<file path="config.mk">
export PLATFORM = sky130hd
export DESIGN_NAME = tmbi_isqrt
export DESIGN_NICKNAME = d
export VERILOG_FILES = /design/src/sv/terrain_mass_balance_index_core_macros.svh /design/src/sv/tmbi_pkg.sv /design/src/sv/tmbi_isqrt.sv
export SDC_FILE = /design/constraint.sdc
export NUM_CORES = 1
export LEC_CHECK = 0
export BUFFER_PORTS_ARGS = -buffer_cell sky130_fd_sc_hd__clkbuf_2
export CORE_ASPECT_RATIO = 1.5
export CORE_MARGIN = 2
export CORE_UTILIZATION = 57
export CTS_BUF_LIST = sky130_fd_sc_hd__clkbuf_4
export CTS_CLUSTER_DIAMETER = 60
export DETAILED_ROUTE_END_ITERATION = 10
export GPL_TIMING_DRIVEN = 0
export PLACE_DENSITY = 0.79
export SYNTH_ARGS = -nofsm -noshare
export SYNTH_HDL_FRONTEND = slang
export SYNTH_SLANG_ARGS = --single-unit
</file>
<file path="constraint.sdc">
create_clock -name clk -period 2.7 [get_ports clk]
set_input_delay 0.27 -clock clk [delete_from_list [all_inputs] [get_ports clk]]
set_output_delay 0.27 -clock clk [all_outputs]
set_load 0.05 [all_outputs]
</file>
<file path="src/sv/terrain_mass_balance_index_core_macros.svh">
// Assertion macros shared by the mass balance index RTL
`ifndef TERRAIN_MASS_BALANCE_INDEX_CORE_MACROS_SVH
`define TERRAIN_MASS_BALANCE_INDEX_CORE_MACROS_SVH

// Same-cycle implication, checked out of reset
`define TMBI_ASSERT_NOW(name, clk, rst_n, pre, post, msg) \
    name: assert property (@(posedge clk) disable iff (!rst_n) (pre) |-> (post)) \
        else $error(msg);

// Next-cycle implication, checked out of reset
`define TMBI_ASSERT_NEXT(name, clk, rst_n, pre, post, msg) \
    name: assert property (@(posedge clk) disable iff (!rst_n) (pre) |=> (post)) \
        else $error(msg);

`endif

</file>
<file path="src/sv/tmbi_pkg.sv">
// Shared constants, types and helper functions of the mass balance index core
package tmbi_pkg;

    // Number formats
    localparam int ELEV_BITS   = 24;
    localparam int FRAC_BITS   = 16;
    localparam int OUT_BITS    = 20;
    localparam int ANG_BITS    = 24;
    localparam int ONE         = 1 << FRAC_BITS;
    localparam int HALF        = 1 << (FRAC_BITS - 1);

    // Port widths
    localparam int IN_DATA_W   = 6 * ELEV_BITS;
    localparam int IN_USER_W   = 6;
    localparam int OUT_DATA_W  = ((OUT_BITS + 7) / 8) * 8;
    localparam int OUT_USER_W  = 1;
    localparam int CFG_IDX_W   = 3;
    localparam int CFG_DATA_W  = 32;
    localparam int CS_W        = 16;
    localparam int THR_W       = 32;

    // Datapath widths
    localparam int DIFF_W      = ELEV_BITS + 1;
    localparam int GRAD_W      = DIFF_W + 1;
    localparam int MAG_W       = ELEV_BITS + 1;
    localparam int SUM_W       = ELEV_BITS + 3;
    localparam int MAGS_W      = ELEV_BITS + 2;
    localparam int SQ_W        = 2 * MAG_W;
    localparam int S_W         = SQ_W + 1;
    localparam int C2_W        = 2 * CS_W;
    localparam int FC2_W       = C2_W + 2;
    localparam int PC_W        = THR_W + C2_W;
    localparam int CURV_SHIFT  = 20;
    localparam int HGT_SHIFT   = 12;
    localparam int SLOPE_SHIFT = 16;
    localparam int XC_W        = MAGS_W + CURV_SHIFT;
    localparam int XH_W        = ELEV_BITS + HGT_SHIFT;

    // Divider: floor(n * 2^DIV_STEPS / d) for n <= d
    localparam int DIV_W       = 62;
    localparam int DIV_STEPS   = 32;
    localparam int Q_W         = DIV_STEPS + 1;
    localparam int DIV_LAT     = DIV_STEPS + 1;
    localparam int RATIO_W     = FRAC_BITS + 1;

    // Square root and CORDIC
    localparam int SQRT_STEPS  = 17;
    localparam int SQRT_W      = Q_W + 1;
    localparam int ROOT_W      = 17;
    localparam int CORDIC_STEPS = 24;
    localparam int VEC_BITS    = 30;
    localparam int CV_W        = VEC_BITS + 4;
    localparam int Z_W         = 28;
    localparam int PI_HALF_Q24 = 26353589;
    localparam int ANGQ_W      = 17;

    // Combine stage widths
    localparam int TERM_W      = FRAC_BITS + 2;
    localparam int FACT_W      = FRAC_BITS + 3;
    localparam int M_W         = OUT_BITS;
    localparam int P1_W        = TERM_W + FACT_W;
    localparam int P2_W        = M_W + FACT_W;

    // Pipeline stage numbers (stage 1 is the input register)
    localparam int ST_FRONT    = 5;
    localparam int ST_RDIV     = ST_FRONT + DIV_LAT;
    localparam int ST_ROOT     = ST_RDIV + SQRT_STEPS;
    localparam int ST_CORD     = ST_ROOT + CORDIC_STEPS;
    localparam int ST_ANG      = ST_CORD + 1;
    localparam int ST_SIN      = ST_ANG + 1;
    localparam int ST_SDIV     = ST_SIN + DIV_LAT;
    localparam int ST_F1       = ST_SDIV + 1;
    localparam int ST_F2       = ST_F1 + 1;
    localparam int ST_LAST     = ST_F2 + 1;

    localparam logic signed [Z_W-1:0] ATAN_HEAD [8] = '{
        13176795, 7778716, 4110060, 2086331, 1047214, 524117, 262123, 131069
    };

    typedef enum logic [CFG_IDX_W-1:0] {
        CFG_CELL_SIZE  = 3'd0,
        CFG_SLOPE_THR  = 3'd1,
        CFG_CURVE_THR  = 3'd2,
        CFG_HEIGHT_THR = 3'd3,
        CFG_USE_HEIGHT = 3'd4
    } cfg_idx_t;

    // Per-item flags and terms that ride along the pipeline
    typedef struct packed {
        logic                     nodata;
        logic                     sum_pos;
        logic                     rel_neg;
        logic                     big;
        logic                     flat;
        logic                     czero;
        logic                     hzero;
        logic                     szero;
        logic signed [TERM_W-1:0] ct;
        logic signed [TERM_W-1:0] ht;
    } side_t;

    // CORDIC rotation angle of step i in Q24
    function automatic logic signed [Z_W-1:0] atan_step(input int i);
        if (i < 8)
            return ATAN_HEAD[i];
        return Z_W'(1) << (ANG_BITS - i);
    endfunction

    // Squash result: round half up of floor(x*2^(F+1)/d) over two
    function automatic logic [RATIO_W-1:0] round_sq(input logic [Q_W-1:0] q,
                                                    input logic zero);
        logic [Q_W-1:0] t;
        t = (q >> (DIV_STEPS - FRAC_BITS - 1)) + Q_W'(1);
        return zero ? '0 : RATIO_W'(t >> 1);
    endfunction

endpackage

</file>
<file path="src/sv/tmbi_isqrt.sv">
// Pipelined integer square root: one result bit per stage
module tmbi_isqrt (
    input  logic                        clk,
    input  logic                        en,
    input  logic [tmbi_pkg::Q_W-1:0]    val,
    output logic [tmbi_pkg::ROOT_W-1:0] root
);
    import tmbi_pkg::*;

    logic [SQRT_W-1:0] v_in   [0:SQRT_STEPS-1];
    logic [SQRT_W-1:0] r_in   [0:SQRT_STEPS-1];
    logic [SQRT_W-1:0] v_next [0:SQRT_STEPS-1];
    logic [SQRT_W-1:0] r_next [0:SQRT_STEPS-1];
    logic [SQRT_W-1:0] v_reg  [0:SQRT_STEPS-1];
    logic [SQRT_W-1:0] r_reg  [0:SQRT_STEPS-1];

    assign v_in[0] = SQRT_W'(val);
    assign r_in[0] = '0;

    for (genvar j = 0; j < SQRT_STEPS; j++)
    begin : g_step
        localparam logic [SQRT_W-1:0] BIT = SQRT_W'(1) << (2 * (SQRT_STEPS - 1 - j));
        logic [SQRT_W-1:0] trial;
        if (j > 0)
        begin : g_link
            assign v_in[j] = v_reg[j-1];
            assign r_in[j] = r_reg[j-1];
        end
        assign trial = r_in[j] + BIT;
        // Take the bit when the remainder covers the trial value
        always_comb
        begin
            if (v_in[j] >= trial)
            begin
                v_next[j] = v_in[j] - trial;
                r_next[j] = (r_in[j] >> 1) + BIT;
            end
            else
            begin
                v_next[j] = v_in[j];
                r_next[j] = r_in[j] >> 1;
            end
        end
    end

    always_ff @(posedge clk)
    begin
        if (en)
        begin
            for (int j = 0; j < SQRT_STEPS; j++)
            begin
                v_reg[j] <= v_next[j];
                r_reg[j] <= r_next[j];
            end
        end
    end

    assign root = r_reg[SQRT_STEPS-1][ROOT_W-1:0];

endmodule

</file>
== Word level (Yosys, flattened, before mapping) ==
Memory sizes are Yosys's and may differ from the RTL's.
Index checks and enable logic that the tools add are counted.
Storage, ports and cells
  flip-flop bits (word level): 0
  RAM bits: 1156
  input port bits: 35
  word-level logic and storage cells: 104
  memories kept: 2
Operators by class
  add/sub/neg operators: 49
  $lt $le $gt $ge: 17
  mux-type cells: 36
Memories
  r_reg: words 17, bits a word 34, rd ports 17, clocked after Yosys merged registers in 0, write ports 17, line tmbi_isqrt.sv:15  | logic [SQRT_W-1:0] r_reg [0:SQRT_STEPS-1];
  v_reg: words 17, bits a word 34, rd ports 16, clocked after Yosys merged registers in 0, write ports 17, line tmbi_isqrt.sv:14  | logic [SQRT_W-1:0] v_reg [0:SQRT_STEPS-1];
Operators with widths (number)
  two-way mux 34 bit: 33
  >= comparator 34 bit: 16
  subtractor 34 bit: 16
  adder 33 x 1 -> 34 bit (second input constant): 1
  adder 33 x 11 -> 34 bit (second input constant): 1
  adder 33 x 13 -> 34 bit (second input constant): 1
  adder 33 x 15 -> 34 bit (second input constant): 1
  adder 33 x 17 -> 34 bit (second input constant): 1
  adder 33 x 19 -> 34 bit (second input constant): 1
  adder 33 x 21 -> 34 bit (second input constant): 1
  adder 33 x 23 -> 34 bit (second input constant): 1
  adder 33 x 25 -> 34 bit (second input constant): 1
  adder 33 x 27 -> 34 bit (second input constant): 1
  adder 33 x 29 -> 34 bit (second input constant): 1
  adder 33 x 3 -> 34 bit (second input constant): 1
  adder 33 x 31 -> 34 bit (second input constant): 1
  adder 33 x 5 -> 34 bit (second input constant): 1
  adder 33 x 7 -> 34 bit (second input constant): 1
  adder 33 x 9 -> 34 bit (second input constant): 1
  adder 34 x 1 -> 34 bit (second input constant): 1
  adder 34 x 11 -> 34 bit (second input constant): 1
  adder 34 x 13 -> 34 bit (second input constant): 1
  adder 34 x 15 -> 34 bit (second input constant): 1
  adder 34 x 17 -> 34 bit (second input constant): 1
  15 further kinds: 16

== Logic depth before layout (Yosys ltp) ==
Gate-level depths: netlist of the first run.
An unclocked memory read counts as a cell.
  depth after elaboration: 4
  depth in mapped cells: 13

== Worst setup path before layout of the first run ==
OpenSTA, ideal clock, no wires.
  path kind: register to register
  start point: mem v_reg[0][362] (netlist name)
  end point: mem v_reg[0][405] (netlist name) (data pin)
  library setup time: 259 ps
  arrival time: 2402 ps
  path slack: 39 ps
  stages on the path, launching flop included: 9
  path buffers: 0
  period minus slack after synthesis: 2661 ps
  cell sequence: edfxtp_1 -> ha_1 -> nand4b_1 -> or4_1 -> o311ai_1 -> nor2b_1 -> a22oi_2 -> nand3_1 -> xnor2_1
RTL lines (line)
  start: declaration: tmbi_isqrt.sv:14

==> summary.txt, run 1 <==
STA
  • Worst hold slack: ~0.04 ns
  • Post-layout min period: 2.85 ns
  • Max Clk Rate: ~0.35 GHz
  • Final TNS setup: -4.07 ns
  • Worst Skew: about 0.066 ns
  • Final setup fails: 86
  • Final hold violation count: 0
  • RSZ-0062 raised after global routing: true
  • Fin crit share: 106%
  • Max-Slew Margin vs Limit: about a third
  • Slew @ Worst Pin: between 0.9 and 1 ns
  • Max-slew violations: 0
  • Final WS setup: -0.151 ns

Clock tree
  • Worst skew pair latency: 1.00 ns
  • Num CTS Buffers: approximately 160
  • Clock Path Buffers: 3
  • Num Clock Sinks: 697
  • Clk pin slew, worst setup/hold paths: around 0.07 ns
  • H-tree depth: 4
  • CTS tree: done
  • Clock Tree Root: clkbuf_4

Worst setup path
  • Req. time, crit path: around 3.4 ns
  • Crit Path Category: flip-flop to flip-flop
  • WP data arrival: between 3 and 4 ns
  • CP Capture Type: flip-flop
  • CP startpoint kind: flip-flop
  • Critical-path maximum fanout: 7

Placed design
  • Gp weighted congestion: slightly above 1
  • DP Worst Slack: -1.46 ns
  • Dpl cell area: 0.0345 mm2
  • PortBufs: 50
  • Post-DP HPWL: around 55 mm
  • Post-Place Cells: 3,403

Synth
  • Yosys reg bits: about 700
  • Synthesized cell area: ~0.033 mm2
  • Gate Count Post-Synth: roughly 2.6k
  • Synth unique cells: 85
  • Register area share after synthesis: 63.2%
  • EDFF count, synth: ~700
  • Syn_area_per_cell: ~13 um2
  • Syn. warnings: 0
  • FFs w/ async S/R, synth: 0%
  • Most used DFF post-synth: edfxtp_1

Run status
  • Run status: finished, violations left
  • Failing checks: setup timing

GRT
  • Largest net degree at the start of global routing: 135
  • Number of global-route vias before repair: 24.8k
  • Initial antenna violation count: 2
  • GRT Total Usage: 27.7%
  • Total grt overflow: 0
  • First-pass GRT wire length: between 100 and 150 mm

Floorplanning
  • Core Area: roughly 0.058 mm2
  • Full die area: about 0.06 mm2
  • Initial Util: a little under three fifths
  • I/O pin count: 52
  • Die span in x: 201 um
  • Die Ht: 299 um
  • Cell row count: around 110

Power and ir drop
  • Worst VDD drop: 0.695 mV
  • Pwr dens: roughly 730 mW/mm2
  • Lkg Pwr: about 15 nW

Final layout
  • # fillers: between 3k and 4k
  • Max reg flops: 544
  • Final instance area: between 0.04 and 0.05 mm2
  • Final net count: between 3k and 4k
  • Layout cells sized above 1: 28.0%
  • Area Growth Syn to Fin: 25.5%
  • Finished Layout Cells: slightly below 4k

Route
  • Number of vias per cell: approximately 6
  • Initial DRC count: 1,716
  • Routed WL: 89.1 mm
  • Drt wl/cell: 22.8 um
  • Routed Antenna Nets: 0
  • Vias: about 23k
  • DRC viols: 0
  • First drt pass iteration count: 7

Min path
  • HP Class: input port to flip-flop

Run
  • Max Cap Viol: 0
## metrics by stage
stage / total power, W / utilization (%)
2_1_floorplan: 0.0181 / -
3_3_place_gp: 0.0199 / 59.5
3_5_place_dp: 0.0199 / 59.8
4_1_cts: 0.0290 / 68.1
5_1_grt: 0.0315 / 72.0
6_report: 0.0304 / 72.0
## Yosys cell counts (7+ instances only)
cell type	number	area, um2
and3_1	13	81.3
o21bai_1	11	82.6
nand4_1	33	206
mux2_2	25	282
nand3_1	36	180
a21boi_0	7	52.6
nor2b_1	23	144
nor4_1	81	507
edfxtp_1	697	20900
a211oi_1	21	158
nor2_1	173	649
o211ai_1	11	82.6
nand2_1	154	578
or4_1	13	97.6
inv_1	204	766
nor3_1	85	425
or3_1	31	194
xor2_1	102	893
o21a_1	32	240
o21ai_0	123	616
a21o_1	23	173
buf_2	18	90.1
o31ai_1	16	120
a2111oi_0	8	70.1
clkbuf_1	25	93.8
a21oi_1	134	671
ha_1	166	2080
o2111ai_1	9	78.8
nand2b_1	30	188
and4_1	7	61.3
xnor2_1	124	1090
mux2i_1	8	80.1
nand4b_1	7	61.3
nand3b_1	8	60.1
a31oi_1	10	62.6
nor4b_1	13	114
## what timing repair did
| item | in CTS | in global routing |
|---|---|---|
| pin swaps | 75 | 108 |
| endpoints found under the setup margin | 254 | 236 |
| gates cloned | 3 | 6 |
| hold buffers | 61 | 0 |
| endpoints found under the hold margin | 58 | 0 |
| buffers inserted | 72 | 92 |
| resized for setup | 303 | 293 |
## power by group
group	internal [W]	switching, W	leakage (nW)
combinational	0.00327	0.00401	7.60
clock	0.00401	0.00427	1.18
sequential	0.0136	0.00117	6.68
## placed cells by master (no fill, tap or decap), types with 28 or more instances in the layout
cell type      synthesis  final
a21oi_1              134    101
buf_4                  3    144
clkbuf_2               0     50
clkbuf_4               0    228
clkinv_1               0     28
dlygate4sd3_1          0     61
edfxtp_1             697    697
ha_1                 166    100
ha_4                   0     57
inv_1                204    196
nand2_1              154    141
nand2b_1              30     29
nand4_1               33     33
nor2_1               173    149
nor3_1                85     65
nor4_1                81     58
o21a_1                32     32
o21ai_0              123     91
xnor2_1              124    119
xor2_1               102    101
## critical path, stage by stage (launching register included)
cell and delay, ns:
edfxtp_1 0.42, ha_2 0.45, nand4b_1 0.18, nor4_4 0.30, nand4b_1 0.38, nand4bb_4 0.24
nor4b_4 0.35, nand3_1 0.14, xnor2_1 0.14
## path summary, 6_finish.rpt
kind,from,end,slack (ns),cells after the start
setup / recovery,v_reg[0][419],v_reg[0][472],-0.15,8
hold / removal,val[19],v_reg[0][19],0.04,2
setup reg to reg,v_reg[0][419],v_reg[0][472],-0.15,8
hold reg to reg,r_reg[0][416],r_reg[0][449],0.40,0
## routing by layer
metal  wire length, um  up-vias  global-route usage [%]
met2             50800      975                    56.7
li1                  -    10600                       -
met5                 0        -                       0
met3              3540      455                    4.75
met1             24800    11400                    19.9
met4              9940        0                    27.5
## kinds of logic after synthesis
logic type,synth area share [%]
mux,1.09
flops,63.2
xor+xnor,5.98
buf+inv,2.99
other cells,0.0113
simple gates,11.7
fa+ha+maj,6.28
compound gates,8.66
## layout make-up
class	count	area (um2)	area share, %
Multi-Input combinational cell	1628	13900	33.5
Inverter	206	783	1.89
Tap cell	770	963	2.32
Timing Repair Buffer	287	2570	6.19
Buffer	33	338	0.814
Clock inverter	50	315	0.759
Sequential cell	697	20900	50.4
Antenna cell	2	5.00	0.0121
Clock buffer	225	1690	4.07
Note: power is estimated with default switching activity, not from simulation.
==> run 2: changes to the inputs <==
==> constraint.sdc (replaced) <==
create_clock -name clk -period 2.7 [get_ports clk]
set_input_delay 0.54 -clock clk [delete_from_list [all_inputs] [get_ports clk]]
set_output_delay 0.54 -clock clk [all_outputs]
set_load 0.1 [all_outputs]
==> run 2 against run 1 <==
Against the previous run: the run still ends with setup timing left; final cell count is 0.97% lower; critical path depth up 2; clock power shrank 0.8%; routed wire length fell by 3.1%; register-to-register slack about the same; via count fell by 1.6%; combinational power shrank 1%; core utilization is 0.58 points lower; largest power group unchanged; maximum frequency increased by 0.17%.
==> summary.txt, run 2 (same netlist as run 1, synthesis figures left out) <==
Placed design
  • Post-Place Cells: 3,403 (unchanged)
  • Gp weighted congestion: 1.01 (unchanged)
  • PortBufs: 50 (unchanged)
  • Post-DP HPWL: 55.0 mm (unchanged)

Route
  • Met2 wire len: 50.5 mm (was 50.8 mm)
  • Initial DRC count: 1,658 (was 1,716)
  • Highest routing layer actually used: met4 (unchanged)
  • Routed WL: 86.3 mm (was 89.1 mm)
  • DRC viols: 0 (unchanged)
  • Vias: 23.1k (was 23.5k)
  • Routed wl met3: 3.04 mm (was 3.54 mm)
  • Routed Antenna Nets: 0 (unchanged)
  • Drt wl/cell: 22.4 um (was 22.8 um)
  • M1 WL: 24.1 mm (was 24.8 mm)
  • First drt pass iteration count: 5 (was 7)
  • Number of vias per cell: 5.99 (was 6.02)

Worst setup path
  • CP startpoint kind: flip-flop (unchanged)
  • Req. time, crit path: 3.38 ns (was 3.41 ns)
  • CP max-delay cell: or4_4 (was ha_2)
  • Crit path top cell by count: nor4_4 (was nand4b_1)
  • Crit Path Category: flip-flop to flip-flop (unchanged)
  • Worst-path cell chain: ha_4 > nand4_1 > or4_4 > nor4_4 > nor4_4 > buf_6 > nand2_8 > buf_12 > o211ai_1 > xnor2_1 (was ha_2 > nand4b_1 > nor4_4 > nand4b_1 > nand4bb_4 > nor4b_4 > nand3_1 > xnor2_1)
  • WP data arrival: 3.53 ns (was 3.56 ns)
  • CP peak stage delay: 0.53 ns (was 0.45 ns)
  • Critical-path maximum fanout: 6 (was 7)
  • CP Capture Type: flip-flop (unchanged)

STA
  • Max Clk Rate: 0.351 GHz (about the same)
  • Fin crit share: 105% (was 106%)
  • Final setup fails: 89 (was 86)
  • Final hold violation count: 0 (unchanged)
  • Worst Skew: 0.0689 ns (was 0.0664 ns)
  • RSZ-0062 raised after global routing: true (unchanged)
  • Slew @ Worst Pin: 0.973 ns (was 0.983 ns)
  • Max-Slew Margin vs Limit: 34.5% (was 33.9%)
  • Post-layout min period: 2.85 ns (about the same)
  • Final WS setup: -0.146 ns (was -0.151 ns)
  • Max-slew violations: 0 (unchanged)

GRT
  • Initial antenna violation count: 1 (was 2)
  • Number of global-route vias before repair: 24.5k (was 24.8k)
  • Largest net degree at the start of global routing: 135 (unchanged)
  • GRT Total Usage: 27.0% (was 27.7%)
  • Total grt overflow: 0 (unchanged)
  • First-pass GRT wire length: 123 mm (was 126 mm)

Run
  • Max Cap Viol: 0 (unchanged)

Clock tree
  • CTS tree: done (unchanged)
  • Clk pin slew, worst setup/hold paths: 0.09 ns (was 0.07 ns)
  • Worst skew pair latency: 0.98 ns (was 1.00 ns)
  • Clock Tree Root: clkbuf_4 (unchanged)
  • Clock Path Buffers: 3 (unchanged)
  • H-tree depth: 4 (unchanged)
  • Num Clock Sinks: 697 (unchanged)
  • Num CTS Buffers: 159 (unchanged)

Power and ir drop
  • Lkg Pwr: 15.3 nW (was 15.5 nW)
  • Worst VDD drop: 0.683 mV (was 0.695 mV)
  • Pwr dens: 733 mW/mm2 (was 731 mW/mm2)

Final layout
  • Max reg flops: 544 (unchanged)
  • Area Growth Syn to Fin: 24.5% (was 25.5%)
  • Most common cell after layout, fill and taps aside: edfxtp_1 (unchanged)
  • Final net count: 3,176 (was 3,213)
  • Layout cells sized above 1: 28.2% (was 28.0%)
  • Commonest non-fill, non-tap cells in the layout: edfxtp_1, clkbuf_4, inv_1, nor2_1, nand2_1 (was edfxtp_1, clkbuf_4, inv_1, nor2_1, buf_4)
  • Finished Layout Cells: 3,860 (was 3,898)
  • Final Util: 71.4% (was 72.0%)

Floorplanning
  • Die span in x: 201 um (unchanged)
  • Cell row count: 108 (unchanged)
  • I/O pin count: 52 (unchanged)
  • Full die area: 0.0600 mm2 (unchanged)
  • Die Ht: 299 um (unchanged)
  • Core Area: 0.0577 mm2 (unchanged)
  • Initial Util: 57.4% (unchanged)

Run status
  • Failing checks: setup timing (unchanged)
  • Run status: finished, violations left (unchanged)

Min path
  • HP Class: input port to flip-flop (unchanged)
-- run 2: worst paths after layout --
path / start / to / slack (ns) / cells past startpoint
hold reg to reg: r_reg[0][416] / r_reg[0][449] / 0.41 / 0
hold / removal: val[13] / v_reg[0][13] / 0.28 / 2
setup / recovery: v_reg[0][484] / v_reg[0][532] / -0.15 / 10
setup reg to reg: v_reg[0][484] / v_reg[0][532] / -0.15 / 10
-- run 2: per-stage QoR --
| stage | hold slack [ns] | cell area [um2] | setup WS, ns | TNS (ns) | total power [W] |
|---|---|---|---|---|---|
| 2_1_floorplan | 0.417 | 33100 | 0.0391 | 0 | 0.0181 |
| 3_3_place_gp | 0.430 | 34300 | -10.05 | -7089.01 | 0.0199 |
| 3_5_place_dp | 0.429 | 34500 | -1.46 | -137.06 | 0.0199 |
| 4_1_cts | 0.221 | 39000 | -0.146 | -2.51 | 0.0290 |
| 5_1_grt | 0.226 | 41200 | -0.190 | -9.30 | 0.0314 |
| 6_report | 0.279 | 41200 | -0.146 | -3.83 | 0.0302 |
-- run 2: what timing repair did --
item | in CTS | in global routing
endpoints found under the hold margin | 38 | 0
gates cloned | 3 | 7
buffers inserted | 72 | 81
endpoints found under the setup margin | 254 | 234
hold buffers | 34 | 0
resized for setup | 303 | 303
pin swaps | 75 | 108
-- run 2: critical path: cells and delay by family (launching register included) --
family	cells	cell delay, ns
AND/OR/NAND/NOR	5	1.09
XOR/XNOR	1	0.17
flip-flops	1	0.47
AO/OA/AOI/OAI	1	0.15
adder cells (fa/ha/maj)	1	0.34
buffers and inverters	2	0.33
-- run 2: cell type report --
class                           count  area (um2)
Multi-Input combinational cell   1628       13900
Sequential cell                   697       20900
Buffer                             33         340
Fill cell                        3464       16500
Clock inverter                     50         315
Antenna cell                        1        2.50
Tap cell                          770         963
Timing Repair Buffer              249        2220
Clock buffer                      225        1690
Inverter                          206         783
Timing Repair inverter              1        6.26
-- run 2: metal layers --
metal	GRT usage, %	vias up
met1	18.9	11300
met4	27.0	0
met2	55.6	889
met3	4.65	374
li1	-	10500
met5	0	-
-- run 2: report_power, final --
group	switching [W]	internal, W	leakage, nW
logic	0.00398	0.00321	7.43
clock network	0.00420	0.00401	1.18
registers	0.00116	0.0136	6.68
total	0.00935	0.0208	15.3
